### src/nvs_pkg.sv
// Shared types and constants for the nearest vertex search block.
// No dependencies; imported by every module of the block.
`default_nettype none

package nvs_pkg;

    // Field widths
    localparam int COORD_W  = 24;
    localparam int NORMAL_W = 32;
    localparam int DIST_W   = 27;
    localparam int DIFF_W   = COORD_W + 1;
    localparam int SQ_W     = 2 * COORD_W + 1;
    localparam int SUM_W    = SQ_W + 1;

    // Stream word widths
    localparam int IN_DATA_W  = 6 * COORD_W + NORMAL_W;
    localparam int OUT_DATA_W = 64;
    localparam int OUT_USED_W = 2 + NORMAL_W + DIST_W;

    // Configuration register indexes
    localparam int CFG_IDX_W = 2;
    typedef logic [CFG_IDX_W-1:0] t_cfg_idx;
    localparam t_cfg_idx CFG_LIMIT_SQ = 2'd0;
    localparam t_cfg_idx CFG_CLOSE_SQ = 2'd1;

    // Reset values of the registers and search state
    localparam logic [DIST_W-1:0] LIMIT_SQ_RST = 27'd67108864;
    localparam logic [DIST_W-1:0] CLOSE_SQ_RST = 27'd65536;
    localparam logic [DIST_W-1:0] DIST_NONE    = {DIST_W{1'b1}};

    // Squared deltas of one candidate, passed from the distance stage
    typedef struct packed {
        logic [SQ_W-1:0]     sq_x;
        logic [SQ_W-1:0]     sq_y;
        logic [SQ_W-1:0]     sq_z;
        logic [NORMAL_W-1:0] normal;
        logic                last;
    } t_sq_word;

endpackage

`default_nettype wire

### src/nvs_dist.sv
// Input register and squared-delta stage of the nearest vertex search.
// Depends on nvs_pkg.
`default_nettype none

module nvs_dist
    import nvs_pkg::*;
(
    input  wire logic                 i_clk,
    input  wire logic                 i_rst_n,
    input  wire logic                 i_valid,
    output logic                      o_ready,
    input  wire logic [IN_DATA_W-1:0] i_data,
    input  wire logic                 i_last,
    output logic                      o_valid,
    input  wire logic                 i_ready,
    output t_sq_word                  o_sq
);

    logic                        r_s1_valid;
    logic signed [COORD_W-1:0]   r_qx, r_qy, r_qz, r_cx, r_cy, r_cz;
    logic [NORMAL_W-1:0]         r_normal;
    logic                        r_last;
    logic                        r_s2_valid;
    t_sq_word                    r_sq;

    logic                        s2_adv, s1_adv;
    logic signed [DIFF_W-1:0]    dx, dy, dz;
    logic signed [2*DIFF_W-1:0]  px, py, pz;

    // Advance a stage when it is empty or its word moves on
    assign s2_adv  = !r_s2_valid || i_ready;
    assign s1_adv  = !r_s1_valid || s2_adv;
    assign o_ready = s1_adv;

    // Signed deltas and their squares
    always_comb begin
        dx = DIFF_W'(r_cx) - DIFF_W'(r_qx);
        dy = DIFF_W'(r_cy) - DIFF_W'(r_qy);
        dz = DIFF_W'(r_cz) - DIFF_W'(r_qz);
        px = dx * dx;
        py = dy * dy;
        pz = dz * dz;
    end

    // Valid bits
    always_ff @(posedge i_clk) begin
        if (!i_rst_n) begin
            r_s1_valid <= 1'b0;
            r_s2_valid <= 1'b0;
        end else begin
            if (s1_adv) begin
                r_s1_valid <= i_valid;
            end
            if (s2_adv) begin
                r_s2_valid <= r_s1_valid;
            end
        end
    end

    // Capture the input word
    always_ff @(posedge i_clk) begin
        if (s1_adv && i_valid) begin
            r_qx     <= i_data[0*COORD_W +: COORD_W];
            r_qy     <= i_data[1*COORD_W +: COORD_W];
            r_qz     <= i_data[2*COORD_W +: COORD_W];
            r_cx     <= i_data[3*COORD_W +: COORD_W];
            r_cy     <= i_data[4*COORD_W +: COORD_W];
            r_cz     <= i_data[5*COORD_W +: COORD_W];
            r_normal <= i_data[6*COORD_W +: NORMAL_W];
            r_last   <= i_last;
        end
    end

    // Register the squares; each is non-negative and fits SQ_W bits
    always_ff @(posedge i_clk) begin
        if (s2_adv && r_s1_valid) begin
            r_sq.sq_x   <= px[SQ_W-1:0];
            r_sq.sq_y   <= py[SQ_W-1:0];
            r_sq.sq_z   <= pz[SQ_W-1:0];
            r_sq.normal <= r_normal;
            r_sq.last   <= r_last;
        end
    end

    assign o_valid = r_s2_valid;
    assign o_sq    = r_sq;

endmodule

`default_nettype wire

### src/nvs_track.sv
// Running-minimum tracker and result register of the nearest vertex search.
// Depends on nvs_pkg.
`default_nettype none

module nvs_track
    import nvs_pkg::*;
(
    input  wire logic                  i_clk,
    input  wire logic                  i_rst_n,
    input  wire logic                  i_valid,
    output logic                       o_ready,
    input  wire t_sq_word              i_sq,
    input  wire logic [DIST_W-1:0]     i_limit_sq,
    input  wire logic [DIST_W-1:0]     i_close_sq,
    output logic                       o_valid,
    input  wire logic                  i_ready,
    output logic [OUT_DATA_W-1:0]      o_data
);

    logic [DIST_W-1:0]     r_best, n_best;
    logic [NORMAL_W-1:0]   r_normal, n_normal;
    logic                  r_have, n_have;
    logic                  r_done, n_done;
    logic                  r_out_valid, n_out_valid;
    logic [OUT_USED_W-1:0] r_out;

    logic [SUM_W-1:0]      sum_sq;
    logic                  fire, take, emit;

    // Hold a closing word while the result slot is occupied and not being taken
    assign o_ready = !i_sq.last || !r_out_valid || i_ready;
    assign fire    = i_valid && o_ready;
    assign emit    = fire && i_sq.last;

    // Distance and update of the best candidate
    always_comb begin
        sum_sq = SUM_W'(i_sq.sq_x) + SUM_W'(i_sq.sq_y) + SUM_W'(i_sq.sq_z);
        take = !r_done && (sum_sq < SUM_W'(i_limit_sq)) && (sum_sq < SUM_W'(r_best));
        n_best   = r_best;
        n_normal = r_normal;
        n_have   = r_have;
        n_done   = r_done;
        if (fire && take) begin
            n_best   = sum_sq[DIST_W-1:0];
            n_normal = i_sq.normal;
            n_have   = 1'b1;
            n_done   = sum_sq < SUM_W'(i_close_sq);
        end
        n_out_valid = emit || (r_out_valid && !i_ready);
    end

    // Search state; clear after the closing word
    always_ff @(posedge i_clk) begin
        if (!i_rst_n) begin
            r_best      <= DIST_NONE;
            r_normal    <= '0;
            r_have      <= 1'b0;
            r_done      <= 1'b0;
            r_out_valid <= 1'b0;
        end else begin
            r_out_valid <= n_out_valid;
            if (emit) begin
                r_best   <= DIST_NONE;
                r_normal <= '0;
                r_have   <= 1'b0;
                r_done   <= 1'b0;
            end else begin
                r_best   <= n_best;
                r_normal <= n_normal;
                r_have   <= n_have;
                r_done   <= n_done;
            end
        end
    end

    // Load the result word
    always_ff @(posedge i_clk) begin
        if (emit) begin
            r_out <= {n_have ? n_best : {DIST_W{1'b0}},
                      n_have ? n_normal : {NORMAL_W{1'b0}},
                      n_done, n_have};
        end
    end

    assign o_valid = r_out_valid;
    assign o_data  = OUT_DATA_W'(r_out);

endmodule

`default_nettype wire

### src/nearest_vertex_search.sv
// Nearest vertex search top level: distance stage, tracker, register file.
// A closing word passes the input register, the squared-delta register and the result register.
// Throughput: one candidate per cycle unless a closing word waits on a held result slot.
// Reset: synchronous, active low; clears the search and restores both limits.
// Depends on nvs_pkg, nvs_dist and nvs_track.
`default_nettype none

module nearest_vertex_search
    import nvs_pkg::*;
(
    input  wire logic                  i_clk,
    input  wire logic                  i_rst_n,
    // Candidate stream
    input  wire logic                  s_axis_tvalid,
    output logic                       s_axis_tready,
    // tdata, lowest bit up: query_x, query_y, query_z, candidate_x,
    // candidate_y, candidate_z, candidate_normal
    input  wire logic [IN_DATA_W-1:0]  s_axis_tdata,
    input  wire logic                  s_axis_tlast,
    // Result stream
    output logic                       m_axis_tvalid,
    input  wire logic                  m_axis_tready,
    // tdata, lowest bit up: found, stopped_early, best_normal,
    // best_dist_sq, zero padding
    output logic [OUT_DATA_W-1:0]      m_axis_tdata,
    // Configuration writes
    input  wire logic                  i_cfg_wr_en,
    input  wire logic [CFG_IDX_W-1:0]  i_cfg_addr,
    input  wire logic [DIST_W-1:0]     i_cfg_wr_data
);

    logic [DIST_W-1:0] r_limit_sq;
    logic [DIST_W-1:0] r_close_sq;
    logic              sq_valid;
    logic              sq_ready;
    t_sq_word          sq_word;

    // Register file; unknown indexes are dropped
    always_ff @(posedge i_clk) begin
        if (!i_rst_n) begin
            r_limit_sq <= LIMIT_SQ_RST;
            r_close_sq <= CLOSE_SQ_RST;
        end else if (i_cfg_wr_en) begin
            unique case (i_cfg_addr)
                CFG_LIMIT_SQ: r_limit_sq <= i_cfg_wr_data;
                CFG_CLOSE_SQ: r_close_sq <= i_cfg_wr_data;
                default: ;
            endcase
        end
    end

    nvs_dist u_dist (
        .i_clk   (i_clk),
        .i_rst_n (i_rst_n),
        .i_valid (s_axis_tvalid),
        .o_ready (s_axis_tready),
        .i_data  (s_axis_tdata),
        .i_last  (s_axis_tlast),
        .o_valid (sq_valid),
        .i_ready (sq_ready),
        .o_sq    (sq_word)
    );

    nvs_track u_track (
        .i_clk      (i_clk),
        .i_rst_n    (i_rst_n),
        .i_valid    (sq_valid),
        .o_ready    (sq_ready),
        .i_sq       (sq_word),
        .i_limit_sq (r_limit_sq),
        .i_close_sq (r_close_sq),
        .o_valid    (m_axis_tvalid),
        .i_ready    (m_axis_tready),
        .o_data     (m_axis_tdata)
    );

endmodule

`default_nettype wire

### config.mk
export PLATFORM = sky130hd
export DESIGN_NAME = nearest_vertex_search
export DESIGN_NICKNAME = d
export VERILOG_FILES = /design/src/nvs_pkg.sv /design/src/nvs_dist.sv /design/src/nvs_track.sv /design/src/nearest_vertex_search.sv
export SDC_FILE = /design/constraint.sdc
export NUM_CORES = 2
export LEC_CHECK = 0
export BUFFER_PORTS_ARGS = -buffer_cell sky130_fd_sc_hd__buf_2
export CORE_UTILIZATION = 50
export DETAILED_ROUTE_END_ITERATION = 8
export PLACE_DENSITY = 0.66
export SLEW_MARGIN = 25
export SYNTH_ARGS = -nofsm -noshare
export SYNTH_HDL_FRONTEND = slang
export SYNTH_SLANG_ARGS = --single-unit
### constraint.sdc
create_clock -name i_clk -period 29.3 [get_ports i_clk]
set_input_delay 2.93 -clock i_clk [delete_from_list [all_inputs] [get_ports i_clk]]
set_output_delay 2.93 -clock i_clk [all_outputs]
set_load 0.05 [all_outputs]
==> impl_metrics.tcl <==
set metrics [dict create \
    netlist_area_um2 86000 \
    fin_crit_sh_pct 40.8 \
    drive_gt1_share_pct 6.36 \
    fp.coreArea_um2 170000 \
    clkSinkCount 533 \
    crit_type "flop to flop" \
    clockBufferDepth 3 \
    m1WireLength_um 90500 \
    synth_edf_count 415 \
    synth_top_area_cell "fa_1" \
    totalWireLength_um 225000 \
    area_delta_synth_final_pct 7.51 \
    ys_seq_area_share_pct 17.2 \
    met3_length_um 17200 \
    track_usage_pct 26.9 \
    cts_tree "done" \
    setup.worst_path.start_class "flop" \
    die_w_um 417 \
    hold_violations 0 \
    yosys_warnings 0 \
    drv_slew 0 \
    clkSlewWorstSetupHoldPaths_ns 0.06 \
    status "finished clean" \
    hold_class "flop to flop" \
    placementRows 151 \
    synth-main-ff-cell "edfxtp_1" \
    postCtsHoldBufs 0 \
    finalSetupViolCount 0 \
    avgViaCountPerCell 5.48 \
    ys_types 87 \
    ant_nets 0 \
    critPathSlowestCell "inv_1" \
    synth_top_area_share_pct 43.1 \
    fmax_mhz 83.7 \
    overflow 0 \
    grt_pass1_vias 65900 \
    synth_seq_cells 533 \
    root_buffer "clkbuf_16" \
    grt_max_degree 77 \
    cts_made_buffers 66 \
    end_kind "flop" \
    rsz0062_at_grt "false" \
    drtIter0Drc 4326 \
    nNetsFinal 11400 \
    cts_setup_buffers 0 \
    htreeDepth 3 \
    grt_pass1_wl_um 360000 \
    crit_path_max_fanout 22 \
    drt-pass1-iter-count 8 \
    antenna_found_initial 4 \
    synth-async-reset-ratio_pct 0 \
    die_h_um 417 \
    cap_violations 0 \
    die_area_um2 174000 \
    gp_congestion 0.954 \
    drc_errors 0 \
    port_buffers 273 \
    arrival_ns 12.40 \
    initial_core_util_pct 50.6 \
    fin_setup_tns_ns 0 \
    ys_top_cells_by_count "2,095 x inv_1, 1,851 x fa_1, 732 x nand2_1, 621 x nor2_1, 619 x ha_1" \
    ios 277 \
    tightest_slew_ns 1.10 \
    slew_headroom_pct 26.9 \
    skew_ns 0.0506 \
    netlist_top_cells_area "fa_1 43%, edfxtp_1 14%, inv_1 9.1%, ha_1 9.0%, nand2_1 3.2%" \
    top_layer_used "met5" \
    via_count 60300 \
    wl_per_cell_um 20.5 \
    netlist_instances 8521 \
    period_needed_ns 11.95 \
    wl_met2_um 109000 \
    cp.required_ns 29.75 \
    post_cts_resized 0 \
    synth.most_common_cell "inv_1" \
    postSynthAreaPerCell_um2 10.1 \
    cpPeakStageDelay_ns 0.73 \
    dp_hpwl_um 182000 \
    clk_latency_ns 0.73 \
]
layout by cell type (no fill, tap or decap), types with 57 or more instances in the layout:
| master | count |
|---|---|
| a21boi_0 | 60 |
| a21o_1 | 140 |
| a21oi_1 | 264 |
| and2_1 | 57 |
| buf_2 | 273 |
| buf_4 | 110 |
| clkbuf_16 | 66 |
| dfxtp_1 | 118 |
| edfxtp_1 | 415 |
| fa_1 | 1850 |
| ha_1 | 619 |
| inv_1 | 2095 |
| nand2_1 | 732 |
| nand3_1 | 133 |
| nor2_1 | 618 |
| o21ai_0 | 166 |
| xnor2_1 | 200 |
| xor2_1 | 71 |
sequential cells by signal (all words and copies together), names as in the netlist, 24 cells and up:
signal / flops
u_dist.o_sq: 177
u_track.r_out: 61
u_dist.r_normal: 32
u_track.r_normal: 32
r_close_sq: 27
r_limit_sq: 27
u_track.r_best: 27
u_dist.r_cx: 24
u_dist.r_cy: 24
u_dist.r_cz: 24
u_dist.r_qx: 24
u_dist.r_qy: 24
u_dist.r_qz: 24
layer usage:
| metal | up-vias | track usage, % |
|---|---|---|
| li1 | 26700 | - |
| met1 | 30800 | 35.2 |
| met2 | 2332 | 44.8 |
| met3 | 476 | 4.89 |
| met4 | 6 | 9.31 |
| met5 | - | 0 |
cell type report:
cell class	count	area [um^2]
clock buffer	84	1740
inverter	2117	7950
fill	15000	77600
multi-input combinational	5627	62400
timing repair buffer	385	2250
tap	2218	2780
sequential	533	14800
clock inverter	34	524
antenna	1	2.50
logic make-up after synthesis:
| family | Yosys count | share of synthesized area [%] |
|---|---|---|
| adder cells (fa/ha/maj) | 2470 | 52.1 |
| buffers and inverters | 2365 | 10.5 |
| AND/OR/NAND/NOR | 1863 | 9.47 |
| AO/OA/AOI/OAI | 993 | 7.66 |
| flip-flops | 533 | 17.2 |
| XOR/XNOR | 285 | 2.91 |
| multiplexers | 10 | 0.118 |
| other | 2 | 0.00874 |
worst paths after layout:
check | from | end | slack, ns | cells past startpoint
max | u_dist.r_cy[0]$_DFFE_PP_ | u_dist.o_sq[130]$_DFFE_PP_ | 17.35 | 41
min | u_dist.r_normal[11]$_DFFE_PP_ | u_dist.o_sq[12]$_DFFE_PP_ | 0.42 | 0
max reg2reg | u_dist.r_cy[0]$_DFFE_PP_ | u_dist.o_sq[130]$_DFFE_PP_ | 17.35 | 41
min reg2reg | u_dist.r_normal[11]$_DFFE_PP_ | u_dist.o_sq[12]$_DFFE_PP_ | 0.42 | 0
critical path, delay by kind of cell (launching register included):
family / cells / cell delay [ns]
fa+ha+maj: 10 / 4.67
compound gates: 13 / 3.58
buf+inv: 9 / 1.35
simple gates: 7 / 1.15
xor+xnor: 2 / 0.56
flops: 1 / 0.36
through the flow:
step / std cells / util (%) / worst slack, ns / instance area (um^2) / hold slack [ns]
2_1_floorplan: 8525 / - / 17.61 / 86000 / 0.400
3_3_place_gp: 10900 / 53.0 / 17.60 / 90100 / 0.403
3_5_place_dp: 10900 / 53.0 / 17.48 / 90100 / 0.405
4_1_cts: 11000 / 54.3 / 17.46 / 92400 / 0.418
5_1_grt: 11000 / 54.3 / 16.44 / 92400 / 0.422
6_report: 11000 / 54.3 / 17.35 / 92400 / 0.417
Power is left out: the tool's default activity adds up to more than one toggle a clock period on the data nets, which glitch-free logic cannot reach.
